### src/sv/pf_pkg.sv
// ----------------------------------------------------------------------------
// pf_pkg
// Shared widths and sequencer states for the prime factoriser.
// ----------------------------------------------------------------------------
package pf_pkg;

  localparam int VALUE_W = 31;
  localparam int DIV_W   = 16;
  localparam int EXP_W   = 5;
  localparam int CNT_W   = 5;

  typedef enum logic [2:0] {
    ST_IDLE,
    ST_SQ,
    ST_CHK,
    ST_DIV,
    ST_EMIT
  } pf_state_t;

endpackage

### src/sv/pf_if.sv
// ----------------------------------------------------------------------------
// pf_in_if / pf_out_if
// Valid/ready channels carrying input values and factor results.
// ----------------------------------------------------------------------------
interface pf_in_if;
  logic        valid;
  logic        ready;
  logic [30:0] value;
  modport source (output valid, output value, input ready);
  modport sink   (input valid, input value, output ready);
endinterface

interface pf_out_if;
  logic        valid;
  logic        ready;
  logic [30:0] prime_factor;
  logic [4:0]  exponent;
  logic        last;
  modport source (output valid, output prime_factor, output exponent, output last,
                  input ready);
  modport sink   (input valid, input prime_factor, input exponent, input last,
                  output ready);
endinterface

### src/sv/pf_div.sv
// ----------------------------------------------------------------------------
// pf_div
// Restoring divider: one quotient bit a cycle, done raised when the last
// quotient bit has been shifted in.
// ----------------------------------------------------------------------------
module pf_div (
  input  logic                       clk,
  input  logic                       rst,
  input  logic                       start,
  input  logic [pf_pkg::VALUE_W-1:0] dividend,
  input  logic [pf_pkg::DIV_W-1:0]   divisor,
  output logic                       done,
  output logic [pf_pkg::VALUE_W-1:0] quotient,
  output logic [pf_pkg::DIV_W:0]     remainder
);
  import pf_pkg::*;

  logic               busy;
  logic [CNT_W-1:0]   cnt;
  logic [DIV_W-1:0]   dsr;
  logic [DIV_W:0]     shifted;
  logic               ge;

  // shift in the next dividend bit and trial-subtract
  always_comb begin
    shifted = {remainder[DIV_W-1:0], quotient[VALUE_W-1]};
    ge      = (shifted >= {1'b0, dsr});
  end

  always_ff @(posedge clk) begin
    if (rst) begin
      busy <= 1'b0;
      done <= 1'b0;
      cnt  <= '0;
    end else begin
      done <= 1'b0;
      if (start) begin
        busy <= 1'b1;
        cnt  <= CNT_W'(VALUE_W - 1);
      end else if (busy) begin
        if (cnt == '0) begin
          busy <= 1'b0;
          done <= 1'b1;
        end
        cnt <= cnt - 1'b1;
      end
    end
  end

  // datapath
  always_ff @(posedge clk) begin
    if (start) begin
      quotient  <= dividend;
      remainder <= '0;
      dsr       <= divisor;
    end else if (busy) begin
      remainder <= ge ? (shifted - {1'b0, dsr}) : shifted;
      quotient  <= {quotient[VALUE_W-2:0], ge};
    end
  end

endmodule

### src/sv/prime_factorizer.sv
// ----------------------------------------------------------------------------
// prime_factorizer
// Trial division by 2, 3 and then candidates 6k-1 / 6k+1, sharing one divider.
// ----------------------------------------------------------------------------
// Each candidate divisor tried is squared, compared and then divided; each further
// division by a factor runs the divider again, and each result takes an emit step; up to
// roughly 15500 candidates for a large prime input. One item at a time; ready only when idle.
// Results leave through an output register; a stalled result holds the sequencer.
// Synchronous active-high reset returns the sequencer to idle, no result valid.
// ----------------------------------------------------------------------------
module prime_factorizer (
  input  logic      clk,
  input  logic      rst,
  pf_in_if.sink     req,
  pf_out_if.source  rsp
);
  import pf_pkg::*;

  pf_state_t            state, state_next;
  logic [VALUE_W-1:0]   n;
  logic [DIV_W-1:0]     d;
  logic                 step4;
  logic [EXP_W-1:0]     e;
  logic [2*DIV_W-1:0]   sq;
  logic                 fin;
  logic [VALUE_W-1:0]   pend_f;
  logic [EXP_W-1:0]     pend_e;
  logic                 pend_l;
  logic                 out_valid;
  logic                 slot_free;
  logic                 div_start;
  logic                 div_done;
  logic [VALUE_W-1:0]   div_in;
  logic [VALUE_W-1:0]   div_q;
  logic [DIV_W:0]       div_r;

  // a repeated division carries on from the fresh quotient
  assign div_in = (state == ST_DIV) ? div_q : n;

  pf_div u_div (
    .clk       (clk),
    .rst       (rst),
    .start     (div_start),
    .dividend  (div_in),
    .divisor   (d),
    .done      (div_done),
    .quotient  (div_q),
    .remainder (div_r)
  );

  assign slot_free = !out_valid || rsp.ready;
  assign req.ready = (state == ST_IDLE);
  assign rsp.valid = out_valid;

  // next state and divider start
  always_comb begin
    state_next = state;
    div_start  = 1'b0;
    case (state)
      ST_IDLE: if (req.valid) state_next = (req.value <= VALUE_W'(1)) ? ST_EMIT : ST_SQ;
      ST_SQ:   state_next = ST_CHK;
      ST_CHK: begin
        if (sq > {1'b0, n}) begin
          state_next = (n > VALUE_W'(1)) ? ST_EMIT : ST_IDLE;
        end else begin
          div_start  = 1'b1;
          state_next = ST_DIV;
        end
      end
      ST_DIV: begin
        if (div_done) begin
          if (div_r == '0) begin
            div_start = 1'b1;
          end else if (e != '0) begin
            state_next = ST_EMIT;
          end else begin
            state_next = ST_SQ;
          end
        end
      end
      ST_EMIT: if (slot_free) state_next = fin ? ST_IDLE : ST_SQ;
      default: state_next = ST_IDLE;
    endcase
  end

  always_ff @(posedge clk) begin
    if (rst) begin
      state     <= ST_IDLE;
      out_valid <= 1'b0;
    end else begin
      state <= state_next;
      if (state == ST_EMIT && slot_free) begin
        out_valid <= 1'b1;
      end else if (rsp.ready) begin
        out_valid <= 1'b0;
      end
    end
  end

  // working registers
  always_ff @(posedge clk) begin
    case (state)
      ST_IDLE: begin
        n      <= req.value;
        d      <= DIV_W'(2);
        step4  <= 1'b0;
        e      <= '0;
        pend_f <= req.value;
        pend_e <= '0;
        pend_l <= 1'b1;
        fin    <= 1'b1;
      end
      ST_SQ: sq <= d * d;
      ST_CHK: begin
        pend_f <= n;
        pend_e <= EXP_W'(1);
        pend_l <= 1'b1;
        fin    <= 1'b1;
      end
      ST_DIV: begin
        if (div_done) begin
          if (div_r == '0) begin
            n <= div_q;
            e <= e + 1'b1;
          end else begin
            pend_f <= VALUE_W'(d);
            pend_e <= e;
            pend_l <= (n == VALUE_W'(1));
            fin    <= (n == VALUE_W'(1));
            e      <= '0;
            // candidates 2, 3, 5, then alternate +2 / +4
            if (d < DIV_W'(5)) begin
              d <= (d == DIV_W'(2)) ? DIV_W'(3) : DIV_W'(5);
            end else begin
              d     <= step4 ? d + DIV_W'(4) : d + DIV_W'(2);
              step4 <= !step4;
            end
          end
        end
      end
      default: ;
    endcase
  end

  // result register
  always_ff @(posedge clk) begin
    if (state == ST_EMIT && slot_free) begin
      rsp.prime_factor <= pend_f;
      rsp.exponent     <= pend_e;
      rsp.last         <= pend_l;
    end
  end

endmodule

### src/flat_wrapper.sv
// flat-port wrapper written by rule: the top's interface ports become plain ports
module prime_factorizer_flat import pf_pkg::*;
  (clk, rst, req_valid, req_value, req_ready, rsp_valid, rsp_prime_factor, rsp_exponent, rsp_last, rsp_ready);
  pf_in_if req_i ();
  pf_out_if rsp_i ();
  input  logic clk;
  input  logic rst;
  input wire logic [$bits(req_i.valid)-1:0] req_valid;
  input wire logic [$bits(req_i.value)-1:0] req_value;
  output wire logic [$bits(req_i.ready)-1:0] req_ready;
  output wire logic [$bits(rsp_i.valid)-1:0] rsp_valid;
  output wire logic [$bits(rsp_i.prime_factor)-1:0] rsp_prime_factor;
  output wire logic [$bits(rsp_i.exponent)-1:0] rsp_exponent;
  output wire logic [$bits(rsp_i.last)-1:0] rsp_last;
  input wire logic [$bits(rsp_i.ready)-1:0] rsp_ready;
  assign req_i.valid = req_valid;
  assign req_i.value = req_value;
  assign req_ready = req_i.ready;
  assign rsp_valid = rsp_i.valid;
  assign rsp_prime_factor = rsp_i.prime_factor;
  assign rsp_exponent = rsp_i.exponent;
  assign rsp_last = rsp_i.last;
  assign rsp_i.ready = rsp_ready;
  prime_factorizer u_core (.clk(clk), .rst(rst), .req(req_i), .rsp(rsp_i));
endmodule
### config.mk
export PLATFORM = sky130hd
export DESIGN_NAME = prime_factorizer_flat
export DESIGN_NICKNAME = d
export VERILOG_FILES = /design/src/sv/pf_pkg.sv /design/src/sv/pf_if.sv /design/src/sv/pf_div.sv /design/src/sv/prime_factorizer.sv /design/src/flat_wrapper.sv
export SDC_FILE = /design/constraint.sdc
export NUM_CORES = 1
export LEC_CHECK = 0
export BUFFER_PORTS_ARGS = -buffer_cell sky130_fd_sc_hd__buf_2
export CAP_MARGIN = 20
export CORE_MARGIN = 3
export CORE_UTILIZATION = 50
export DETAILED_ROUTE_END_ITERATION = 8
export HOLD_SLACK_MARGIN = 0.15
export PLACE_DENSITY = 0.66
export SLEW_MARGIN = 5
export SYNTH_ARGS = -nofsm -noshare
export SYNTH_HDL_FRONTEND = slang
export SYNTH_HIERARCHICAL = 1
export SYNTH_SLANG_ARGS = --single-unit
### constraint.sdc
create_clock -name clk -period 6.3 [get_ports clk]
set_input_delay 0.945 -clock clk [delete_from_list [all_inputs] [get_ports clk]]
set_output_delay 0.945 -clock clk [all_outputs]
set_load 0.1 [all_outputs]
Yosys cells after proc, flatten, opt, wreduce, memory -nomap -nowiden --
Index checks and enable logic that the tools add are counted.
Word-level totals: memory bits (writable) 0, bits in latches 0, input port bits 35, memories 0, output and inout port bits 39, register bits after elaboration 234, logic and storage cells 120, memory bits (read-only) 0
Cells by class: equality and inequality tests 13, shifts and indexed selects 0, divide/modulo/power cells 0, reductions and logical operators 24, $add $sub $neg 5, bitwise logic cells 1, multipliers 1, order comparisons 5, multiplexer cells 51
Operator list (count):
- 31-bit two-way mux | 7
- 31-bit case mux with 3 select lines | 1
- 16-bit two-way mux | 4
- 31-bit case mux with 2 select lines | 1
- 32-bit by 31-bit greater-than comparator with 1-bit output | 1
- 16-bit by 16-bit multiplier with 32-bit output | 1
- 16-bit case mux with 2 select lines | 1
- 31-bit by 1-bit == test with 1-bit output (second input constant) | 1
- 31-bit by 1-bit greater-than comparator with 1-bit output (second input constant) | 1
- 31-bit by 1-bit <= comparator with 1-bit output (second input constant) | 1
- 5-bit two-way mux | 6
- 3-bit two-way mux | 9
- 17-bit by 16-bit >= comparator with 1-bit output | 1
- 17-bit zero test | 1
- 17-bit two-way mux | 1
- 17-bit by 16-bit subtractor with 17-bit output | 1
- 16-bit by 2-bit adder with 16-bit output (second input constant) | 1
- 16-bit by 3-bit adder with 16-bit output (second input constant) | 1
- 16-bit by 2-bit == test with 1-bit output (second input constant) | 1
- 16-bit by 3-bit < comparator with 1-bit output (second input constant) | 1
- 1-bit two-way mux | 15
- 3-bit case mux with 5 select lines | 1
- 5-bit case mux with 3 select lines | 1
- 2-bit != test (second input constant) | 6
- 22 further kinds | 35

Longest topological paths before layout --
Gate-level depths: netlist (run 1).
depth in word-level cells 6, depth in mapped cells 25, gate-level depth less buffers 22

By module --
Netlist (run 1), hierarchy kept.
By module, submodules not included:
- prime_factorizer | cells an instance 1534, seq. area each 4824.6 um^2, area each 15110.7 um^2, times used 1
- pf_div | cells an instance 353, seq. area each 1891.8 um^2, area each 3781.1 um^2, times used 1

Worst setup path before layout (run 1) --
No wires, ideal clock.
path type register to register, start register u_core.d[4], end register u_core.sq[29], data pin, setup slack 0.006 ns, cell stages (with the launch flop) 20, arrival time 6.033 ns, clock period less this slack 6.294 ns, setup time 0.261 ns, required time 6.039 ns, cell sequence edfxtp_1 > clkbuf_1 > clkbuf_1 > nand2_1 > fa_1 > inv_1 > fa_1 > fa_1 > fa_1 > fa_1 > inv_1 > fa_1 > inv_1 > ha_1 > a21o_1 > o41ai_2 > a2111o_1 > and3b_4 > and4bb_1 > a311o_1
Between the ends: longest elaborated chain between the ends 1
RTL lines:
- start: declaration | line prime_factorizer.sv:21 | logic [DIV_W-1:0] d;
- start signal: assignment | line prime_factorizer.sv:133 | d <= (d == DIV_W'(2)) ? DIV_W'(3) : DIV_W'(5);
- start signal: assignment | line prime_factorizer.sv:135 | d <= step4 ? d + DIV_W'(4) : d + DIV_W'(2);
- 16-bit by 16-bit multiplier with 32-bit output | line prime_factorizer.sv:113 | ST_SQ: sq <= d * d;
- end signal: assignment | line prime_factorizer.sv:113
- end: declaration | line prime_factorizer.sv:24 | logic [2*DIV_W-1:0] sq;
No other way between the ends. A chain may end at the register's enable or synchronous reset.

Worst setup path in the final report (run 1) --
start register u_core.d[10], end register u_core.sq[29], data pin
The elaborated chain is that of the path after synthesis.

==> out/metrics.yaml, run 1 <==
synth_compound_area_frac: 0.0913
area_growth_pct: 13.0
slew-limit-headroom: 0.320
cp_slowest_stage_delay_ps: 530
clock_sinks: 233
die_w_um: 200
synth_mux_area_frac: 0.0312
wl_um: 45800
fmax_ghz: 0.163
io_pins: 74
outcome: "complete, no violations"
grt_pass1_wl_um: 73700
first_global_vias: 13900
cp_max_fo: 12
wire_per_inst_um: 18.1
track_usage: 0.227
dp_hpwl_um: 36100
nNetsFinal: 2368
vias: 13700
cp_top_family: "adder cells"
cts_buffers: 26
syn_inst: 1887
synth_top_cells_by_count: "321 x inv_1, 259 x nand2_1, 205 x edfxtp_1"
antenna_left: 0
worst_pin_slew_ps: 1020
initial_core_util: 0.511
die_area_sq_um: 40200
synth_edf_count: 205
ys.warnings.count: 6
synth_top_area_frac: 0.326
cts_tree: "yes"
crit_chain: "buf_6 > buf_12 > and2_4 > fa_1 > inv_1 > fa_1 > inv_1 > fa_1 > fa_1 > fa_1 > inv_1 > fa_1 > inv_1 > ha_4 > o211ai_1 > nor2_1 > o41ai_2 > a2111o_1 > and3b_4 > nand2b_4 > a311o_1"
core_region_area_sq_um: 37000
skew_ps: 11.2
yosys.area.top_type: "edfxtp_1"
grt.overflow.total: 0
period_minus_slack_ps: 6150
yosysMostFrequentCell: "inv_1"
avgSynthCellArea_sq_um: 10.0
first_pass_iters: 5
placed_area_sq_um: 20100
stdcell_area_sq_um: 21400
critPathArrivalTime_ps: 6430
route.detailed.drc: 0
ys_seq_area_frac: 0.356
root_buffer: "clkbuf_16"
slew_violations: 0
clkSlewWorstSetupHoldPaths_ps: 60
clock_path_buffers: 3
synthAdderAreaFrac: 0.280
cap_viol_max_count: 0
num_rows: 70
antenna_found_initial: 0
finalWorstSetupSlack_ps: 151
hold_class: "reg2reg"
place_inst: 2450
gp_congestion: 0.907
postCtsHoldBufs: 0
path_buf_inv: 6
end_kind: "flop"
synth_top_family_by_area: "adder cells"
worst_setup_path_start_kind: "flop"
dieHeight_um: 200
clock_latency_ps: 540
synth-simple-area-share: 0.131
postLayoutCoreUtil: 0.578
cp.required_ps: 6580
drive_gt1_frac: 0.141
synth_ff_type: "edfxtp_1"
period_share: 0.976
setup_viol: 0
async_reset_ff_frac: 0
htreeDepth: 1
netlist_area_sq_um: 18900
cp_common_cell: "fa_1"
synthXorXnorAreaFrac: 0.0301
avgViaCountPerCell: 5.40
dp_slack_ps: 49.6
yosysUniqueCellTypes: 75
ys_ff_latch: 233
portBuffers: 73
synth_area_leaders: "edfxtp_1 33%, fa_1 17%, ha_1 11%"
finalHoldViolCount: 0
crit_slowest_cell: "fa_1"
instances_no_fill: 2531
setup.worst_path.class: "reg2reg"
syn-num-nets: 2246
drtIter0Drc: 931
grt_max_degree: 71
==> path summary, 6_finish.rpt <==
path	end	slack [ps]	cells past startpoint	startpoint
hold / removal	u_core/rsp.prime_factor[22]$_DFFE_PP_	410	0	u_core/pend_f[22]$_DFFE_PP_
setup reg to reg	u_core/sq[29]$_DFFE_PP_	150	21	u_core/d[10]$_SDFFCE_PN0P_
hold reg to reg	u_core/rsp.prime_factor[22]$_DFFE_PP_	410	0	u_core/pend_f[22]$_DFFE_PP_
setup / recovery	u_core/sq[29]$_DFFE_PP_	150	21	u_core/d[10]$_SDFFCE_PN0P_
==> metal layers <==
layer / GRT usage / up-vias / part of all wire
met3: 0.0371 / 80 / 0.060
met5: 0 / - / 0
met1: 0.328 / 6647 / 0.46
met2: 0.353 / 414 / 0.45
li1: - / 6531 / -
met4: 0.0725 / 0 / 0.028
==> layout by cell type (no fill, tap or decap), drive strengths merged, types with 76 or more instances in the layout <==
cell	Yosys	routed
inv	321	322
nand2	259	259
edfxtp	205	205
buf	15	169
fa	165	165
ha	159	159
nor2	92	92
o21ai	83	83
a21oi	76	76
==> stage by stage <==
stage                     setup TNS [ps]  hold slack [ps]
after floorplan                        0              400
after global placement                 0              401
after detailed placement               0              405
after CTS                              0              418
after global routing               -26.2              418
final                                  0              414
==> final cells by class <==
class                           instances  area, sq um
Clock inverter                         13          121
Multi-Input combinational cell       1255        10800
Clock buffer                           32          693
Tap cell                              504          631
Sequential cell                       233         6720
Timing Repair Buffer                  171         1160
Inverter                              322         1210
Antenna cell                            1         2.50
Fill cell                            3187        15600
==> cells by family after synthesis <==
logic type,after synthesis
compound gates,273
simple gates,538
flops,233
fa+ha+maj,324
xor+xnor,65
mux,55
buf+inv,399
==> worst reg2reg max path: stages, from the launching register on <==
cell	delay, ps
edfxtp_1	450
buf_6	160
buf_12	130
and2_4	150
fa_1	500
inv_1	60
fa_1	530
inv_1	50
fa_1	470
fa_1	520
fa_1	510
inv_1	60
fa_1	520
inv_1	60
ha_4	290
o211ai_1	90
nor2_1	180
o41ai_2	110
a2111o_1	420
and3b_4	210
nand2b_4	130
a311o_1	310
==> flip-flops by register name, summed over array words and instances, names as in the netlist, 16 cells and up <==
name and flops:
u_core/d 16, u_core/n 31, u_core/pend_f 31, u_core/rsp.prime_factor 31
u_core/sq 31, u_core/u_div/dsr 16, u_core/u_div/quotient 31, u_core/u_div/remainder 17
==> timing repair <==
item / CTS / global route
gates resized for setup: 0 / 36
endpoints found under the setup margin: 0 / 6
setup buffers: 0 / 33
Power of run 1 is left out: the tool's default activity adds up to more than one toggle a clock period on the data nets, which glitch-free logic cannot reach.
==> run 2: changes to the inputs <==
--- a/config.mk
+++ b/config.mk
@@ -9,11 +9,11 @@
 export CAP_MARGIN = 20
 export CORE_MARGIN = 3
 export CORE_UTILIZATION = 50
+export CTS_CLUSTER_SIZE = 10
 export DETAILED_ROUTE_END_ITERATION = 8
 export HOLD_SLACK_MARGIN = 0.15
 export PLACE_DENSITY = 0.66
 export SLEW_MARGIN = 5
 export SYNTH_ARGS = -nofsm -noshare
 export SYNTH_HDL_FRONTEND = slang
-export SYNTH_HIERARCHICAL = 1
 export SYNTH_SLANG_ARGS = --single-unit
==> out/metrics.yaml, run 2 <==
track_usage: 0.228  # was 0.227
area_growth_pct: 12.6  # was 13.0%
period_share: 0.980  # was 0.976
clock_path_buffers: 3  # unchanged
first_global_vias: 13400  # was 13900
num_rows: 69  # was 70
synth_top_area_frac: 0.332  # was 0.326
portBuffers: 73  # unchanged
grt.overflow.total: 0  # unchanged
wire_per_inst_um: 18.6  # was 18.1 um
postLayoutCoreUtil: 0.579  # was 0.578
synth_area_leaders: "edfxtp_1 33%, fa_1 18%, ha_1 11%"  # was edfxtp_1 33%, fa_1 17%, ha_1 11%
io_pins: 74  # unchanged
worst_pin_slew_ps: 950  # was 1020 ps
grt_pass1_wl_um: 71400  # was 73700 um
first_pass_iters: 5  # unchanged
vias: 13200  # was 13700
wl_um: 44300  # was 45800 um
postCtsHoldBufs: 0  # unchanged
synth_edf_count: 205  # unchanged
crit_end: "u_core.sq[30]$_DFFE_PP_"  # was u_core/sq[29]$_DFFE_PP_
syn_inst: 1788  # was 1887
worstSetupPathDepth: 20  # was 21
ys_seq_area_frac: 0.362  # was 0.356
fmax_ghz: 0.162  # was 0.163 GHz
clock_latency_ps: 560  # was 540 ps
die_area_sq_um: 39500  # was 40200 sq um
cp.required_ps: 6710  # was 6580 ps
drive_gt1_frac: 0.140  # was 0.141
synth_ff_type: "edfxtp_1"  # unchanged
crit_chain: "and2_1 > fa_1 > inv_1 > fa_1 > inv_1 > fa_1 > fa_1 > fa_1 > inv_1 > fa_1 > inv_1 > ha_1 > and3_1 > a31o_2 > a221oi_2 > o21a_1 > o21ai_2 > nand2b_4 > a2111oi_2 > nand3b_1"  # was buf_6 > buf_12 > and2_4 > fa_1 > inv_1 > fa_1 > inv_1 > fa_1 > fa_1 > fa_1 > inv_1 > fa_1 > inv_1 > ha_4 > o211ai_1 > nor2_1 > o41ai_2 > a2111o_1 > and3b_4 > nand2b_4 > a311o_1
period_minus_slack_ps: 6170  # was 6150 ps
slew-limit-headroom: 0.366  # was 0.320
dp_hpwl_um: 34400  # was 36100 um
clkSlewWorstSetupHoldPaths_ps: 60  # about the same
critPathArrivalTime_ps: 6580  # was 6430 ps
finalHoldViolCount: 0  # unchanged
reg2reg_from: "u_core.d[9]$_SDFFCE_PN0P_"  # was u_core/d[10]$_SDFFCE_PN0P_
final_cell_mix: "309 x inv_1, 230 x nand2_1, 205 x edfxtp_1"  # was 319 x inv_1, 255 x nand2_1, 205 x edfxtp_1
cp_max_fo: 7  # was 12
register_area_sq_um: 6720  # unchanged
avgSynthCellArea_sq_um: 10.4  # was 10.0 sq um
synth_top_cells_by_count: "309 x inv_1, 233 x nand2_1, 205 x edfxtp_1"  # was 321 x inv_1, 259 x nand2_1, 205 x edfxtp_1
ys_ff_latch: 233  # unchanged
dieHeight_um: 199  # was 200 um
core_region_area_sq_um: 36100  # was 37000 sq um
rr_endpoint: "u_core.sq[30]$_DFFE_PP_"  # was u_core/sq[29]$_DFFE_PP_
worst_setup_path_start_kind: "flop"  # unchanged
final_common_cell: "inv_1"  # unchanged
fillers: 3072  # was 3187
clock_sinks: 233  # unchanged
rsz0062_at_grt: "true"
yosys.area.top_type: "edfxtp_1"  # unchanged
end_kind: "flop"  # unchanged
avgViaCountPerCell: 5.56  # was 5.40
yosysMostFrequentCell: "inv_1"  # unchanged
r2r_cells: 20  # was 21
cts_buffers: 29  # was 26
syn-num-nets: 2143  # was 2246
outcome: "complete, no violations"  # unchanged
antenna_left: 0  # unchanged
ys.warnings.count: 0  # was 6
yosysUniqueCellTypes: 71  # was 75
cap_viol_max_count: 0  # unchanged
route.detailed.drc: 0  # unchanged
multi_input_area_sq_um: 10500  # was 10800 sq um
slew_violations: 0  # unchanged
root_buffer: "clkbuf_16"  # unchanged
drtIter0Drc: 1114  # was 931
async_reset_ff_frac: 0  # unchanged
cp_slowest_stage_delay_ps: 540  # was 530 ps
crit_slowest_cell: "fa_1"  # unchanged
initial_core_util: 0.514  # was 0.511
netlist_area_sq_um: 18600  # was 18900 sq um
cp_top_family: "adder cells"  # unchanged
grt_max_degree: 66  # was 71
skew_ps: 21.0  # was 11.2 ps
gp_congestion: 0.909  # was 0.907
cts_tree: "yes"  # unchanged
setup_viol: 0  # unchanged
die_w_um: 199  # was 200 um
hold_class: "reg2reg"  # unchanged
path_buf_inv: 4  # was 6
cp_common_cell: "fa_1"  # unchanged
critical_path.startpoint: "u_core.d[9]$_SDFFCE_PN0P_"  # was u_core/d[10]$_SDFFCE_PN0P_
nNetsFinal: 2257  # was 2368
r2r_slack_ps: 130  # was 150 ps
htreeDepth: 1  # unchanged
setup.worst_path.class: "reg2reg"  # unchanged
antenna_found_initial: 3  # was 0
[run 2: cell count changes in the layout (fill, tap and decap cells not counted), moves of 11 or more]
cell     delta
mux2_4     +24
nand2_1    -25
a21oi_1    -11
o21ai_0    -21
buf_4      -21
mux2_2     -23
[run 2: what timing repair did]
item | in CTS | in global routing
gates resized for setup | 1 | 39
pin swaps | 0 | 13
setup buffers | 0 | 8
endpoints found under the setup margin | 1 | 11
[run 2: worst min path at each step]
stage,cells past startpoint,to,slack (ps),from
floorplan,0,u_core.rsp.exponent[0]$_DFFE_PP_,400,u_core.pend_e[0]$_DFFE_PP_
global placement,0,u_core.rsp.prime_factor[27]$_DFFE_PP_,400,u_core.pend_f[27]$_DFFE_PP_
detailed placement,0,u_core.rsp.prime_factor[19]$_DFFE_PP_,400,u_core.pend_f[19]$_DFFE_PP_
CTS,0,u_core.rsp.prime_factor[1]$_DFFE_PP_,420,u_core.pend_f[1]$_DFFE_PP_
global route,0,u_core.rsp.prime_factor[9]$_DFFE_PP_,420,u_core.pend_f[9]$_DFFE_PP_
finish,0,u_core.rsp.prime_factor[1]$_DFFE_PP_,420,u_core.pend_f[1]$_DFFE_PP_
[run 2: per-stage QoR]
step           setup TNS, ps  cell area [sq um]  hold slack (ps)  instances  setup WS [ps]
2_1_floorplan              0              18600              400       1788           4.95
3_3_place_gp               0              19700              401       2320            148
4_1_cts                    0              20600              417       2368           37.2
3_5_place_dp           -24.6              19800              405       2322          -24.6
5_1_grt                -70.4              20900              422       2378          -45.4
6_report                   0              20900              416       2381            128
[run 2: kinds of logic (layout without fill, tap and decap cells)]
group           Yosys count  count (layout)  synth area share
compound gates          226             226            0.0792
other cells               0               3                 0
fa+ha+maj               320             320             0.282
flops                   233             233             0.362
mux                      59              59            0.0388
xor+xnor                 64              64            0.0302
buf+inv                 379             508            0.0795
simple gates            507             507             0.128
[run 2: cell type report]
class,instances,share of cell area
multi-input cells,1176,0.504
flip-flops and latches,233,0.321
inverters,312,0.0560
repair buffers,150,0.0504
clock buffers,40,0.0372
well taps,461,0.0276
clock inverters,6,0.00299
diodes,3,0.000359
[run 2: routing by layer]
metal	GRT usage	vias to the layer above	wire (um)
met3	0.0429	75	3710
li1	-	6219	-
met5	0	-	25
met4	0.0599	4	1030
met1	0.329	6456	19400
met2	0.357	489	20200
Power of run 2 is left out for the same reason.
==> run 3: changes to the inputs <==
--- a/config.mk
+++ b/config.mk
@@ -7,7 +7,7 @@
 export LEC_CHECK = 0
 export BUFFER_PORTS_ARGS = -buffer_cell sky130_fd_sc_hd__buf_2
 export CAP_MARGIN = 20
-export CORE_MARGIN = 3
+export CORE_MARGIN = 2
 export CORE_UTILIZATION = 50
 export CTS_CLUSTER_SIZE = 10
 export DETAILED_ROUTE_END_ITERATION = 8
==> out/metrics.yaml, run 3 (synthesized netlist as in run 2, its figures left out) <==
outcome: "complete, no violations"  # unchanged
fmax_ghz: 0.162  # about the same
initial_core_util: 0.507  # was 0.514
setup.worst_path.class: "reg2reg"  # unchanged
r2r_slack_ps: 140  # was 130 ps
area_growth_pct: 12.7  # was 12.6%
grt_pass1_wl_um: 69600  # was 71400 um
root_buffer: "clkbuf_16"  # unchanged
setup_viol: 0  # unchanged
cp.required_ps: 6580  # was 6710 ps
slew_violations: 0  # unchanged
cp_common_cell: "fa_1"  # unchanged
dp_hpwl_um: 33800  # was 34400 um
die_area_sq_um: 38700  # was 39500 sq um
clkSlewWorstSetupHoldPaths_ps: 60  # about the same
drive_gt1_frac: 0.140  # about the same
vias: 13100  # was 13200
die_w_um: 197  # was 199 um
hold_class: "reg2reg"  # unchanged
crit_slowest_cell: "fa_1"  # unchanged
hold_slack_ps: 416  # about the same
period_minus_slack_ps: 6160  # was 6170 ps
finalHoldViolCount: 0  # unchanged
grt_max_degree: 66  # unchanged
grt.overflow.total: 0  # unchanged
critPathArrivalTime_ps: 6450  # was 6580 ps
crit_chain: "buf_4 > and2_1 > ha_1 > xnor2_2 > fa_1 > fa_1 > fa_1 > fa_1 > inv_1 > fa_1 > inv_1 > ha_1 > buf_4 > nand2_1 > or2_2 > o31ai_2 > a22oi_2 > o41ai_2 > xnor2_1"  # was and2_1 > fa_1 > inv_1 > fa_1 > inv_1 > fa_1 > fa_1 > fa_1 > inv_1 > fa_1 > inv_1 > ha_1 > and3_1 > a31o_2 > a221oi_2 > o21a_1 > o21ai_2 > nand2b_4 > a2111oi_2 > nand3b_1
fillers: 3120  # was 3072
path_buf_inv: 4  # unchanged
end_kind: "flop"  # unchanged
clock_latency_ps: 560  # about the same
register_area_sq_um: 6720  # unchanged
antenna_left: 0  # unchanged
slew-limit-headroom: 0.289  # was 0.366
cts_buffers: 29  # unchanged
place_inst: 2333  # was 2322
rsz0062_at_grt: "true"  # unchanged
first_pass_iters: 5  # unchanged
clock_sinks: 233  # unchanged
cp_slowest_stage_delay_ps: 590  # was 540 ps
cts_tree: "yes"  # unchanged
io_pins: 74  # unchanged
route.detailed.drc: 0  # unchanged
antenna_found_initial: 1  # was 3
wl_um: 43600  # was 44300 um
gp_congestion: 0.915  # was 0.909
cap_viol_max_count: 0  # unchanged
core_region_area_sq_um: 36600  # was 36100 sq um
first_global_vias: 13200  # was 13400
track_usage: 0.228  # about the same
nNetsFinal: 2274  # was 2257
instances_no_fill: 2402  # was 2381
clock_path_buffers: 3  # unchanged
portBuffers: 73  # unchanged
final_cell_mix: "309 x inv_1, 232 x nand2_1, 205 x edfxtp_1"  # was 309 x inv_1, 230 x nand2_1, 205 x edfxtp_1
dieHeight_um: 197  # was 199 um
worst_setup_path_start_kind: "flop"  # unchanged
wire_per_inst_um: 18.2  # was 18.6 um
final_common_cell: "inv_1"  # unchanged
skew_ps: 22.8  # was 21.0 ps
cp_top_family: "adder cells"  # unchanged
drtIter0Drc: 1074  # was 1114
period_share: 0.979  # was 0.980
cp_max_fo: 12  # was 7
worst_pin_slew_ps: 1060  # was 950 ps
multi_input_area_sq_um: 10500  # about the same
avgViaCountPerCell: 5.46  # was 5.56
num_rows: 70  # was 69
htreeDepth: 1  # unchanged
run 3: changes by cell type in the layout (fill, tap and decap cells not counted), moves of 2 or more:
| cell | change |
|---|---|
| buf_12 | -2 |
| nand2_1 | +2 |
| nand2_2 | -2 |
| buf_4 | +24 |
| ha_1 | +2 |
| buf_6 | -4 |
| fa_1 | +3 |
| clkbuf_1 | -2 |
| fa_2 | -3 |
| o21ai_1 | +3 |
| o21ai_2 | -2 |
run 3: worst paths after layout:
check                           cells past startpoint                                    end                         from
worst min-delay path                                0  u_core.rsp.prime_factor[25]$_DFFE_PP_  u_core.pend_f[25]$_DFFE_PP_
worst min register to register                      0  u_core.rsp.prime_factor[25]$_DFFE_PP_  u_core.pend_f[25]$_DFFE_PP_
worst max register to register                     19                u_core.sq[31]$_DFFE_PP_    u_core.d[9]$_SDFFCE_PN0P_
worst max-delay path                               19                u_core.sq[31]$_DFFE_PP_    u_core.d[9]$_SDFFCE_PN0P_
run 3: what timing repair did:
item,in CTS,in global routing
setup buffers,0,22
hold buffers,0,0
resized for setup,0,25
setup endpoints to repair,0,12
run 3: cell type report:
| type | instances | share of cell area |
|---|---|---|
| Inverter | 312 | 0.0560 |
| Clock buffer | 37 | 0.0361 |
| Antenna cell | 2 | 0.000239 |
| Sequential cell | 233 | 0.321 |
| Tap cell | 468 | 0.0280 |
| Timing Repair Buffer | 167 | 0.0542 |
| Multi-Input combinational cell | 1176 | 0.501 |
| Clock inverter | 7 | 0.00329 |
run 3: metal layers:
metal  up-vias  routed length [um]  GRT usage
li1       6242                   -          -
met1      6338               19500      0.325
met2       457               20000      0.368
met3        74                2990     0.0311
met4         2                1100     0.0610
met5         -                  13          0
run 3: stage by stage:
step | area, sq um | setup WS, ps | utilization | TNS [ps]
floorplan | 18600 | 4.95 | - | 0
global placement | 19800 | 132 | 0.540 | 0
detailed placement | 19800 | 24.8 | 0.541 | 0
CTS | 20600 | 4.90 | 0.563 | 0
global route | 20900 | -106 | 0.571 | -223
finish | 20900 | 135 | 0.571 | 0
Power of run 3 is left out for the same reason.
